--- config.mk ---
export PLATFORM = sky130hd
export DESIGN_NAME = track_element_sequencer_top
export DESIGN_NICKNAME = d
export VERILOG_FILES = /design/src/sv/tes_pkg.sv /design/src/sv/track_element_sequencer_top.sv /design/src/sv/tes_csr.sv /design/src/sv/tes_step.sv
export SDC_FILE = /design/constraint.sdc
export NUM_CORES = 1
export LEC_CHECK = 0
export BUFFER_PORTS_ARGS = -buffer_cell sky130_fd_sc_hd__buf_2
export CAP_MARGIN = 20
export CORE_UTILIZATION = 60
export CTS_CLUSTER_DIAMETER = 60
export DETAILED_ROUTE_END_ITERATION = 10
export GPL_ROUTABILITY_DRIVEN = 0
export HOLD_SLACK_MARGIN = 0.05
export PLACE_DENSITY_LB_ADDON = 0.15
export SLEW_MARGIN = 0
export SYNTH_ARGS = -nofsm -noshare
export SYNTH_HDL_FRONTEND = slang
export SYNTH_SLANG_ARGS = --single-unit
export TNS_END_PERCENT = 5
--- constraint.sdc ---
create_clock -name clock -period 5.1 [get_ports clock]
set_input_delay 1.53 -clock clock [delete_from_list [all_inputs] [get_ports clock]]
set_output_delay 1.53 -clock clock [all_outputs]
set_load 0.02 [all_outputs]
--- src/sv/tes_pkg.sv ---
// Shared types, codes and constants for the track element sequencer.
package tes_pkg;

   localparam int DistFracBitsDefault = 4;
   localparam int DistWidthDefault    = 16;

   localparam int CsrIndexWidth = 3;
   localparam int CsrDataWidth  = 14;

   localparam logic [CsrIndexWidth-1:0] CSR_SPEED_CURVE = 3'd0;
   localparam logic [CsrIndexWidth-1:0] CSR_SPEED_STOP  = 3'd1;
   localparam logic [CsrIndexWidth-1:0] CSR_SPEED_FAST  = 3'd2;
   localparam logic [CsrIndexWidth-1:0] CSR_RING_ENABLE = 3'd3;
   localparam logic [CsrIndexWidth-1:0] CSR_DRIVE_DUTY  = 3'd4;

   localparam logic [7:0]  SPEED_CURVE_RESET = 8'd50;
   localparam logic [7:0]  SPEED_STOP_RESET  = 8'd0;
   localparam logic [7:0]  SPEED_FAST_RESET  = 8'd80;
   localparam logic [13:0] DRIVE_DUTY_RESET  = 14'd6000;

   localparam logic [1:0] MODE_NORMAL  = 2'd0;
   localparam logic [1:0] MODE_ELEMENT = 2'd1;
   localparam logic [1:0] MODE_LOST    = 2'd2;

   localparam logic [2:0] RING_IDLE   = 3'd0;
   localparam logic [2:0] RING_ENTRY  = 3'd1;
   localparam logic [2:0] RING_INSIDE = 3'd2;
   localparam logic [2:0] RING_FAST   = 3'd3;
   localparam logic [2:0] RING_EXIT   = 3'd4;
   localparam logic [2:0] RING_DONE   = 3'd5;

   localparam logic [2:0] LOST_IDLE    = 3'd0;
   localparam logic [2:0] LOST_CONFIRM = 3'd1;
   localparam logic [2:0] LOST_TURN    = 3'd2;
   localparam logic [2:0] LOST_DRIVE   = 3'd3;
   localparam logic [2:0] LOST_RECOVER = 3'd4;

   localparam logic [1:0] CROSS_IDLE = 2'd0;
   localparam logic [1:0] CROSS_PASS = 2'd1;
   localparam logic [1:0] CROSS_HOLD = 2'd2;

   localparam logic signed [7:0] OFS_ZERO   = 8'sd0;
   localparam logic signed [7:0] OFS_NEG15  = -8'sd15;
   localparam logic signed [7:0] OFS_NEG100 = -8'sd100;

   // Distance thresholds in whole centimeters; 10.5 cm is kept in half centimeters.
   localparam int CmRingCheckHalf = 21;
   localparam int CmRingInside    = 30;
   localparam int CmRingFast      = 380;
   localparam int CmRingExit      = 50;
   localparam int CmLostConfirm   = 19;
   localparam int CmLostTurn      = 25;
   localparam int CmLostDrive     = 50;
   localparam int CmLostRecover   = 10;
   localparam int CmStopHold      = 30;
   localparam int CmCrossPass     = 15;
   localparam int CmCrossHold     = 20;

   typedef struct packed {
      logic        left_outer;
      logic        left_inner;
      logic        center_eye;
      logic        right_inner;
      logic        right_outer;
      logic [7:0]  distance_step;
   } req_type;

   typedef struct packed {
      logic [7:0]        speed_out;
      logic              steer_enable;
      logic signed [7:0] steer_offset;
      logic              speed_loop_on;
      logic              drive_load;
      logic [1:0]        mode_out;
      logic [2:0]        ring_out;
      logic [2:0]        lost_out;
      logic [1:0]        cross_out;
      logic              stop_out;
   } rsp_type;

   typedef struct packed {
      logic [7:0]  speed_curve;
      logic [7:0]  speed_stop;
      logic [7:0]  speed_fast;
      logic        ring_enable;
      logic [13:0] drive_duty;
   } cfg_type;

   typedef struct packed {
      logic [1:0]        element_mode;
      logic [2:0]        ring_phase;
      logic [2:0]        lost_phase;
      logic [1:0]        cross_phase;
      logic              stop_latched;
      logic [7:0]        speed_reg;
      logic              steer_en_reg;
      logic              pwm_en_reg;
      logic signed [7:0] offset_reg;
   } seq_state_type;

endpackage

--- src/sv/track_element_sequencer_top.sv ---
// Top level of the track element sequencer: input register, step logic, result register.
//
//  Channel   Ports                          Direction  Contents
//  request   req_valid, req_stall, req_data  in         five sensor bits and distance step
//  response  rsp_valid, rsp_stall, rsp_data  out        drive settings and sequence phases
//  config    csr_we, csr_index, csr_wdata    in         speed, ring enable and duty registers
//
// An accepted request waits in the input register; the sequencer state updates as its result
// loads the result register. One request is taken per clock unless the request side stalls.
// Synchronous reset clears both register stages and returns all sequences to their idle phase.
// A stall on the response side holds the result; once the input register is also full,
// the request side stalls in the same cycle.
module track_element_sequencer_top #(
   parameter int DIST_FRAC_BITS = tes_pkg::DistFracBitsDefault,
   parameter int DIST_WIDTH     = tes_pkg::DistWidthDefault
) (
   input  logic                               clock,
   input  logic                               reset,
   input  logic                               req_valid,
   output logic                               req_stall,
   input  tes_pkg::req_type                   req_data,
   output logic                               rsp_valid,
   input  logic                               rsp_stall,
   output tes_pkg::rsp_type                   rsp_data,
   input  logic                               csr_we,
   input  logic [tes_pkg::CsrIndexWidth-1:0]  csr_index,
   input  logic [tes_pkg::CsrDataWidth-1:0]   csr_wdata
);

   tes_pkg::cfg_type       cfg;
   logic                   s1_valid_ff, s1_valid_in;
   tes_pkg::req_type       s1_data_ff;
   logic                   rsp_valid_ff, rsp_valid_in;
   tes_pkg::rsp_type       rsp_data_ff, step_rsp;
   tes_pkg::seq_state_type state_ff, state_in;
   logic [DIST_WIDTH-1:0]  travelled_ff, travelled_in;
   logic                   out_ready, s1_fire, req_accept;

   tes_csr u_csr (
      .clock     (clock),
      .reset     (reset),
      .csr_we    (csr_we),
      .csr_index (csr_index),
      .csr_wdata (csr_wdata),
      .cfg       (cfg)
   );

   tes_step #(
      .DIST_FRAC_BITS (DIST_FRAC_BITS),
      .DIST_WIDTH     (DIST_WIDTH)
   ) u_step (
      .cfg          (cfg),
      .req          (s1_data_ff),
      .state        (state_ff),
      .travelled    (travelled_ff),
      .state_in     (state_in),
      .travelled_in (travelled_in),
      .rsp          (step_rsp)
   );

   assign out_ready    = !rsp_valid_ff || !rsp_stall;
   assign s1_fire      = s1_valid_ff && out_ready;
   assign req_stall    = s1_valid_ff && !out_ready;
   assign req_accept   = req_valid && !req_stall;
   assign s1_valid_in  = req_accept || (s1_valid_ff && !s1_fire);
   assign rsp_valid_in = s1_fire || (rsp_valid_ff && rsp_stall);

   always_ff @(posedge clock) begin
      if (reset) begin
         s1_valid_ff  <= 1'b0;
         rsp_valid_ff <= 1'b0;
         state_ff     <= '0;
         travelled_ff <= '0;
      end else begin
         s1_valid_ff  <= s1_valid_in;
         rsp_valid_ff <= rsp_valid_in;
         if (s1_fire) begin
            state_ff     <= state_in;
            travelled_ff <= travelled_in;
         end
      end
   end

   always_ff @(posedge clock) begin
      if (req_accept) begin
         s1_data_ff <= req_data;
      end
      if (s1_fire) begin
         rsp_data_ff <= step_rsp;
      end
   end

   assign rsp_valid = rsp_valid_ff;
   assign rsp_data  = rsp_data_ff;

   // The sequencer state only moves when a transaction leaves the input register.
   assert property (@(posedge clock) disable iff (reset)
      !s1_fire |=> ($stable(travelled_ff) && $stable(state_ff)))
      else $error("sequencer state changed without a transaction");

   // A held input transaction reaches the result register as soon as it has room.
   assert property (@(posedge clock) disable iff (reset)
      s1_valid_ff && out_ready |=> rsp_valid_ff)
      else $error("input transaction did not advance to the result register");

   // Once the finish zone is detected it stays detected.
   assert property (@(posedge clock) disable iff (reset)
      state_ff.stop_latched |=> state_ff.stop_latched)
      else $error("finish zone latch cleared");

   // A fixed-duty load always hands the motors over from the speed loop.
   assert property (@(posedge clock) disable iff (reset)
      rsp_valid_ff && rsp_data_ff.drive_load |-> !rsp_data_ff.speed_loop_on)
      else $error("fixed duty loaded while the speed loop is active");

endmodule

--- src/sv/tes_csr.sv ---
// Configuration register file of the track element sequencer.
module tes_csr (
   input  logic                                  clock,
   input  logic                                  reset,
   input  logic                                  csr_we,
   input  logic [tes_pkg::CsrIndexWidth-1:0]     csr_index,
   input  logic [tes_pkg::CsrDataWidth-1:0]      csr_wdata,
   output tes_pkg::cfg_type                      cfg
);

   tes_pkg::cfg_type cfg_ff;
   tes_pkg::cfg_type cfg_in;

   always_comb begin
      cfg_in = cfg_ff;
      if (csr_we) begin
         unique case (csr_index)
            tes_pkg::CSR_SPEED_CURVE: cfg_in.speed_curve = csr_wdata[7:0];
            tes_pkg::CSR_SPEED_STOP:  cfg_in.speed_stop  = csr_wdata[7:0];
            tes_pkg::CSR_SPEED_FAST:  cfg_in.speed_fast  = csr_wdata[7:0];
            tes_pkg::CSR_RING_ENABLE: cfg_in.ring_enable = csr_wdata[0];
            tes_pkg::CSR_DRIVE_DUTY:  cfg_in.drive_duty  = csr_wdata[13:0];
            default:                  cfg_in = cfg_ff;
         endcase
      end
   end

   always_ff @(posedge clock) begin
      if (reset) begin
         cfg_ff.speed_curve <= tes_pkg::SPEED_CURVE_RESET;
         cfg_ff.speed_stop  <= tes_pkg::SPEED_STOP_RESET;
         cfg_ff.speed_fast  <= tes_pkg::SPEED_FAST_RESET;
         cfg_ff.ring_enable <= 1'b0;
         cfg_ff.drive_duty  <= tes_pkg::DRIVE_DUTY_RESET;
      end else begin
         cfg_ff <= cfg_in;
      end
   end

   assign cfg = cfg_ff;

endmodule

--- src/sv/tes_step.sv ---
// Per-tick sequencing logic: distance accumulation and all element sub-sequences.
module tes_step #(
   parameter int DIST_FRAC_BITS = tes_pkg::DistFracBitsDefault,
   parameter int DIST_WIDTH     = tes_pkg::DistWidthDefault
) (
   input  tes_pkg::cfg_type        cfg,
   input  tes_pkg::req_type        req,
   input  tes_pkg::seq_state_type  state,
   input  logic [DIST_WIDTH-1:0]   travelled,
   output tes_pkg::seq_state_type  state_in,
   output logic [DIST_WIDTH-1:0]   travelled_in,
   output tes_pkg::rsp_type        rsp
);

   // Compare width covers both the counter and the largest threshold.
   localparam int CmpWidth = (DIST_WIDTH > 9 + DIST_FRAC_BITS) ? DIST_WIDTH
                                                               : 9 + DIST_FRAC_BITS;

   localparam logic [CmpWidth-1:0] ThRingCheck =
      CmpWidth'(tes_pkg::CmRingCheckHalf) << (DIST_FRAC_BITS - 1);
   localparam logic [CmpWidth-1:0] ThRingInside  = CmpWidth'(tes_pkg::CmRingInside)  << DIST_FRAC_BITS;
   localparam logic [CmpWidth-1:0] ThRingFast    = CmpWidth'(tes_pkg::CmRingFast)    << DIST_FRAC_BITS;
   localparam logic [CmpWidth-1:0] ThRingExit    = CmpWidth'(tes_pkg::CmRingExit)    << DIST_FRAC_BITS;
   localparam logic [CmpWidth-1:0] ThLostConfirm = CmpWidth'(tes_pkg::CmLostConfirm) << DIST_FRAC_BITS;
   localparam logic [CmpWidth-1:0] ThLostTurn    = CmpWidth'(tes_pkg::CmLostTurn)    << DIST_FRAC_BITS;
   localparam logic [CmpWidth-1:0] ThLostDrive   = CmpWidth'(tes_pkg::CmLostDrive)   << DIST_FRAC_BITS;
   localparam logic [CmpWidth-1:0] ThLostRecover = CmpWidth'(tes_pkg::CmLostRecover) << DIST_FRAC_BITS;
   localparam logic [CmpWidth-1:0] ThStopHold    = CmpWidth'(tes_pkg::CmStopHold)    << DIST_FRAC_BITS;
   localparam logic [CmpWidth-1:0] ThCrossPass   = CmpWidth'(tes_pkg::CmCrossPass)   << DIST_FRAC_BITS;
   localparam logic [CmpWidth-1:0] ThCrossHold   = CmpWidth'(tes_pkg::CmCrossHold)   << DIST_FRAC_BITS;

   logic               l2, l1, m, r1, r2;
   logic               all_white, all_black;
   logic [DIST_WIDTH:0] dist_sum;
   logic [DIST_WIDTH-1:0] dist_sat;

   assign l2 = req.left_outer;
   assign l1 = req.left_inner;
   assign m  = req.center_eye;
   assign r1 = req.right_inner;
   assign r2 = req.right_outer;
   assign all_white = l2 & l1 & m & r1 & r2;
   assign all_black = ~(l2 | l1 | m | r1 | r2);

   assign dist_sum = {1'b0, travelled} + (DIST_WIDTH + 1)'(req.distance_step);
   assign dist_sat = dist_sum[DIST_WIDTH] ? {DIST_WIDTH{1'b1}} : dist_sum[DIST_WIDTH-1:0];

   always_comb begin
      tes_pkg::seq_state_type s;
      logic [CmpWidth-1:0]    t;
      logic                   load;
      s    = state;
      t    = CmpWidth'(dist_sat);
      load = 1'b0;

      if (s.element_mode == tes_pkg::MODE_NORMAL) begin
         s.steer_en_reg = 1'b1;
         s.pwm_en_reg   = 1'b1;
         s.speed_reg    = cfg.speed_curve;
      end

      if (cfg.ring_enable) begin
         if (s.element_mode == tes_pkg::MODE_NORMAL && s.ring_phase == tes_pkg::RING_IDLE &&
             s.lost_phase == tes_pkg::LOST_RECOVER && s.cross_phase == tes_pkg::CROSS_PASS) begin
            if (r2 && m && (!l1 || !r1) && !l2) begin
               s.ring_phase = tes_pkg::RING_ENTRY;
               t = '0;
            end
         end
         if (s.ring_phase == tes_pkg::RING_ENTRY && t >= ThRingCheck) begin
            if ((!l1 && m && !r1) || ((l1 || r1) && m)) begin
               s.ring_phase   = tes_pkg::RING_INSIDE;
               t              = '0;
               s.element_mode = tes_pkg::MODE_ELEMENT;
               s.steer_en_reg = 1'b0;
               s.offset_reg   = tes_pkg::OFS_NEG15;
            end else begin
               s.ring_phase = tes_pkg::RING_IDLE;
            end
         end
         if (s.ring_phase == tes_pkg::RING_INSIDE && t > ThRingInside) begin
            s.steer_en_reg = 1'b1;
            s.ring_phase   = tes_pkg::RING_FAST;
            s.speed_reg    = cfg.speed_fast;
         end
         if (s.ring_phase == tes_pkg::RING_FAST && t > ThRingFast) begin
            if (l2 && m && !r2) begin
               t              = '0;
               s.steer_en_reg = 1'b0;
               s.offset_reg   = tes_pkg::OFS_NEG15;
               s.ring_phase   = tes_pkg::RING_EXIT;
            end
         end
         if (s.ring_phase == tes_pkg::RING_EXIT && t > ThRingExit) begin
            s.element_mode = tes_pkg::MODE_NORMAL;
            s.ring_phase   = tes_pkg::RING_DONE;
            t              = '0;
         end
      end

      if (s.element_mode == tes_pkg::MODE_NORMAL && s.lost_phase == tes_pkg::LOST_IDLE &&
          all_white) begin
         s.lost_phase = tes_pkg::LOST_CONFIRM;
         t = '0;
      end
      if (s.lost_phase == tes_pkg::LOST_CONFIRM) begin
         if (all_white) begin
            if (t > ThLostConfirm) begin
               s.element_mode = tes_pkg::MODE_LOST;
               s.steer_en_reg = 1'b0;
               s.offset_reg   = tes_pkg::OFS_NEG100;
               s.lost_phase   = tes_pkg::LOST_TURN;
               t              = '0;
            end
         end else begin
            t            = '0;
            s.lost_phase = tes_pkg::LOST_IDLE;
         end
      end
      if (s.lost_phase == tes_pkg::LOST_TURN && t > ThLostTurn) begin
         s.lost_phase = tes_pkg::LOST_DRIVE;
         s.pwm_en_reg = 1'b0;
         load         = 1'b1;
      end
      if (s.lost_phase == tes_pkg::LOST_DRIVE && t >= ThLostDrive && !all_white) begin
         s.lost_phase   = tes_pkg::LOST_RECOVER;
         s.element_mode = tes_pkg::MODE_NORMAL;
         t              = '0;
      end
      if (s.lost_phase == tes_pkg::LOST_RECOVER && t > ThLostRecover) begin
         s.lost_phase = tes_pkg::LOST_IDLE;
      end

      if (s.element_mode == tes_pkg::MODE_NORMAL && !s.stop_latched &&
          s.ring_phase == tes_pkg::RING_DONE && all_white) begin
         s.stop_latched = 1'b1;
         t = '0;
      end
      if (s.stop_latched && t >= ThStopHold) begin
         s.steer_en_reg = 1'b0;
         s.speed_reg    = cfg.speed_stop;
      end

      if (s.element_mode == tes_pkg::MODE_NORMAL && s.ring_phase == tes_pkg::RING_IDLE &&
          s.cross_phase == tes_pkg::CROSS_IDLE && all_black) begin
         s.cross_phase  = tes_pkg::CROSS_PASS;
         s.element_mode = tes_pkg::MODE_ELEMENT;
         s.steer_en_reg = 1'b0;
         s.offset_reg   = tes_pkg::OFS_ZERO;
         t              = '0;
      end
      if (s.cross_phase == tes_pkg::CROSS_PASS && t > ThCrossPass) begin
         s.cross_phase  = tes_pkg::CROSS_HOLD;
         s.element_mode = tes_pkg::MODE_NORMAL;
         s.steer_en_reg = 1'b1;
         t              = '0;
      end
      if (s.cross_phase == tes_pkg::CROSS_HOLD && t > ThCrossHold) begin
         s.cross_phase = tes_pkg::CROSS_IDLE;
      end

      state_in     = s;
      travelled_in = t[DIST_WIDTH-1:0];

      rsp.speed_out     = s.speed_reg;
      rsp.steer_enable  = s.steer_en_reg;
      rsp.steer_offset  = s.offset_reg;
      rsp.speed_loop_on = s.pwm_en_reg;
      rsp.drive_load    = load;
      rsp.mode_out      = s.element_mode;
      rsp.ring_out      = s.ring_phase;
      rsp.lost_out      = s.lost_phase;
      rsp.cross_out     = s.cross_phase;
      rsp.stop_out      = s.stop_latched;
   end

endmodule

== Yosys cells after proc, flatten, opt, wreduce, memory -nomap -nowiden ==
Cells that the tools add are included.
Cells by class
  add/subtract/negate cells: 1
  $lt $le $gt $ge: 11
  equality and inequality tests: 16
  mux-type cells: 75
  bitwise operators: 9
  reduce and logical (&&, ||, !) cells: 64
Operators with widths (number)
  two-way mux 16 bit: 20
  two-way mux 8 bit: 9
  greater-than comparator 16 x 9 -> 1 bit, second input constant: 4
  two-way mux 3 bit: 15
  logical AND 1 bit: 35
  greater-than comparator 16 x 8 -> 1 bit, second input constant: 2
  two-way mux 9 bit: 3
  two-way mux 2 bit: 11
  two-way mux 5 bit: 4
  equality test 3 x 2 -> 1 bit, second input constant: 6
  adder 16 x 8 -> 17 bit: 1
  >= comparator 16 x 10 -> 1 bit, second input constant: 1
  >= comparator 16 x 8 -> 1 bit, second input constant: 1
  >= comparator 16 x 9 -> 1 bit, second input constant: 1
  greater-than comparator 16 x 10 -> 1 bit, second input constant: 1
  greater-than comparator 16 x 13 -> 1 bit, second input constant: 1
  equality test 3 bit, second input constant: 4
  zero test 3 bit: 4
  two-way mux 1 bit: 12
  zero test 1 bit: 11
  two-way mux 10 bit: 1
  equality test 3 x 1 -> 1 bit, second input constant: 3
  zero test 2 bit: 4
  AND reduction 2 bit: 4
  other kinds (6): 18
Word-level totals
  register bits after elaboration: 115
  output and inout bits: 32
  word-level logic and storage cells: 208

== Longest topological paths before layout ==
  depth after elaboration: 50
  gate-level depth with buffers: 19
  gate-level depth less buffers: 15

== By module ==
A second synthesis with hierarchy kept.
Second synthesis, totals
  cell total of the unflattened synthesis: 808
  area, all modules: 7847.5 um^2
Modules (own cells, without submodules)
  track_element_sequencer_top: times used 1, cells each 248, area each 3433.3 um^2
  tes_step: times used 1, cells each 405, area each 2790.2 um^2
  tes_csr: times used 1, cells each 155, area each 1624.1 um^2

== Worst setup path before layout ==
Ideal clock, no wire load.
  path type: reg2reg
  start point: reg s1_data_ff[0] in the netlist's numbering
  end point: reg rsp_data_ff (netlist bit rsp_data[2]), data pin
  setup time: 0.267 ns
  arrival time: 4.277 ns
  data required time: 4.833 ns
  path slack: 0.556 ns
  stages on the path, launching flop included: 17
  period minus slack after synthesis: 4.544 ns
  cells stage by stage: edfxtp_1 -> ha_1 -> fa_1 -> a211oi_2 -> o31a_1 -> buf_6 -> a21oi_2 -> or3_1 -> o211a_1 -> or2_4 -> o311ai_4 -> nand2_4 -> nor3_1 -> a211o_1 -> a211oi_1 -> a2111oi_0 -> nor2_1
RTL lines
  from (decl): line track_element_sequencer_top.sv:32  | tes_pkg::req_type s1_data_ff;
  from (signal assigned): line track_element_sequencer_top.sv:86  | s1_data_ff <= req_data;
  to (signal assigned): line track_element_sequencer_top.sv:89  | rsp_data_ff <= step_rsp;
  to (decl): line track_element_sequencer_top.sv:34  | tes_pkg::rsp_type rsp_data_ff, step_rsp;

==> impl_metrics.csv <==
group,metric,value,unit
worst_setup_path,arrival,5.29,ns
detailed_routing,drt-total-wl,17500,um
detailed_routing,antenna_left,0,
worst_setup_path,cp_max_fo,6,
global_routing,grt.overflow.total,0,
cts,h-tree-depth,4,
worst_setup_path,critical_path_required,5.37,ns
power,internal-power,1.72,mW
global_routing,antenna_found_initial,0,
cts,cts_sinks,115,
synthesis,synth_cells,703,
synthesis,yosysMostFrequentCell,"nand2_1",
sta,fmax,199,MHz
final_layout,layout-drive-gt1-share,23.1,%
synthesis,yosys_warnings,0,
synthesis,syn_avg_cell_area,9.31,um2
worst_setup_path,regToRegEndpoint,"rsp_data[2]",
synthesis,yosys-top-cells-area,"dfxtp_1, edfxtp_1, nand2_1, mux2i_1, a21oi_1",
sta,whs,0.458,ns
synthesis,ys.flop_type,"dfxtp_1",
synthesis,async_reset_ff_share,0,%
synthesis,syn-num-nets,747,
min_path,hold_depth,2,
detailed_routing,vias,6021,
sta,min_period,5.02,ns
synthesis,synth_top_area_share,22.0,%
floorplanning,coreArea,10500,um2
min_path,hold_start,"u_csr.cfg[26]",
synthesis,yosysSeqAreaShare,41.7,%
sta,setup_viol,0,
global_routing,grt_max_degree,54,
min_path,min_to,"u_csr.cfg[26]",
cts,holdBufCountCts,0,
floorplanning,die_h,106,um
synthesis,ys_ff_latch,115,
power,combPwrFrac,12.7,%
final_layout,nets,833,
floorplanning,die_w,106,um
placed_design,io_buffers,60,
sta,maxSlewHeadroom,37.1,%
power,clkPwrFrac,44.6,%
floorplanning,die-area,11300,um2
sta,drv_slew,0,
worst_setup_path,startpoint_type,"register",
power,p_per_area,303,nW/um2
placed_design,hpwl,11900,um
worst_setup_path,r2r_start,"s1_data_ff[0]",
cts,cts_tree,"yes",
power,max-vdd-ir-drop,399,uV
final_layout,fin_cells,937,
worst_setup_path,ff2ff_path_depth,16,
synthesis,synth-edff-count,43,
cts,cts_max_path_buffers,2,
detailed_routing,avgRoutedWirePerCell,18.7,um
floorplanning,rows,37,
detailed_routing,drc,0,
floorplanning,io_pins,67,
worst_setup_path,critPathLaunch,"s1_data_ff[0]",
power,p_switching,617,uW
final_layout,area_delta_synth_final,18.0,%
run,maxCapViolCount,0,
cts,clk_pin_slew_worst_paths,0.06,ns
floorplanning,start_util,62.6,%
sta,hold_viol,0,
worst_setup_path,worst-setup-path-type,"reg2reg",
sta,clock_skew,0.00863,ns
power,power.leakage,3.08,nW
final_layout,diodes,0,
min_path,hold_path_class,"reg2reg",
synthesis,ys_top_cells_by_count,"nand2_1, dfxtp_1, nor2_1",
synthesis,yosysTopAreaCell,"dfxtp_1",
worst_setup_path,critPathCaptureType,"register",
sta,period_share,98.5,%
run_status,status,"complete, no violations",
cts,cts_buffers,17,
synthesis,syn_area,6550,um2
worst_setup_path,reg2reg_setup_slack,0.08,ns
power,swShare,26.4,%
global_routing,grt_pass1_wl,28000,um
placed_design,place_inst,903,
sta,tightest_slew,0.931,ns
global_routing,grt_pass1_vias,5727,
detailed_routing,drt_iter0_markers,579,
cts,clk-insertion-delay-late,0.54,ns
detailed_routing,vias_per_cell,6.43,
detailed_routing,dr.pass1.iters,5,
synthesis,yosys.cell_types.count,93,
cts,cts-root-buf,"clkbuf_8",
global_routing,grt_usage,32.0,%
power,sequentialPowerShare,42.6,%
[metal layers]
metal / share of wire, % / global-route usage, % / vias to the layer above
met5: 0 / 0 / -
met4: 2.6 / 13.5 / 0
met3: 8.4 / 8.52 / 58
met2: 46 / 49.8 / 308
met1: 43 / 42.1 / 2843
li1: - / - / 2812
[kinds of logic (layout without fill, tap and decap cells)]
logic type	after synthesis	count (layout)	synth area share, %
and+or+nand+nor	262	262	19.9
buffers and inverters	56	154	3.88
muxes	39	39	6.59
xor gates and xnor gates	6	6	0.803
adders and majority gates	9	9	1.83
DFF	115	115	41.7
AOI/OAI and AO/OA	216	216	25.3
[registers in the layout, summed over array words and instances (netlist names)]
register,flops
u_csr.cfg,25
travelled_ff,16
s1_valid_ff,1
rsp_data,30
rsp_valid,1
state_ff,29
s1_data_ff,13
[power by group through the flow]
stage                     registers, mW  logic, mW  clock network (mW)
after detailed placement           1.02      0.284                   0
final                             0.998      0.298                1.04
after floorplan                    1.02      0.184                   0
after CTS                         0.998      0.287                1.05
after global routing               1.00      0.319                1.09
after global placement             1.02      0.277                   0
[how the worst max path moves through the flow]
stage	endpoint	slack, ns
after global routing	rsp_data[2]	-0.003
final	rsp_data[2]	0.08
after global placement	travelled_ff[5]	0.14
after CTS	rsp_data[2]	0.07
after floorplan	rsp_data[2]	0.56
after detailed placement	travelled_ff[5]	0.005
[cell type report]
class	instances	area (um2)
clock buffers	22	464
clock inverters	9	56.3
fillers	798	2740
inverters	16	60.1
multi-input cells	532	3570
flip-flops and latches	115	2730
well taps	136	170
repair buffers	107	669
[placed cells by master, fill, tap and decap left out, drive strengths merged, types with 11 or more instances in the layout]
cell	netlist	final
nor2	68	68
a211oi	11	11
edfxtp	43	43
clkbuf	24	22
o21ai	19	19
buf	16	107
o21a	13	13
nor3	14	14
nand2b	13	13
nand2	91	91
dfxtp	72	72
nand3	16	16
a21oi	62	62
o31ai	11	11
mux2i	30	30
inv	15	17
o211ai	11	11
[per-stage QoR]
step                      instance area (um2)  setup TNS (ns)  total power [mW]  util [%]  setup slack (ns)
final                                    7720               0              2.34      73.8            0.0778
after global routing                     7720        -0.00332              2.41      73.8          -0.00332
after CTS                                7690               0              2.34      73.5            0.0737
after detailed placement                 7170               0              1.30      68.5           0.00545
after global placement                   7170               0              1.29      68.5             0.142
after floorplan                          6550               0              1.21         -             0.556
[critical path, cell delays in order, from the launching register on]
cell	delay, ns
edfxtp_1	0.36
ha_1	0.25
fa_1	0.44
a211oi_2	0.29
buf_4	0.16
o21a_1	0.20
o21ai_0	0.10
a41oi_1	0.28
o21ai_0	0.15
or3_1	0.44
o311ai_4	0.34
nand2_4	0.11
or3_4	0.43
a211oi_2	0.37
o211ai_1	0.26
a2111oi_1	0.47
nor2_1	0.10
[repair_timing]
action | in CTS | in global routing
buffers inserted | 0 | 2
endpoints found under the setup margin | 3 | 29
gates resized for setup | 1 | 3
pin swaps | 0 | 2
Power figures use the tool's default switching activity.
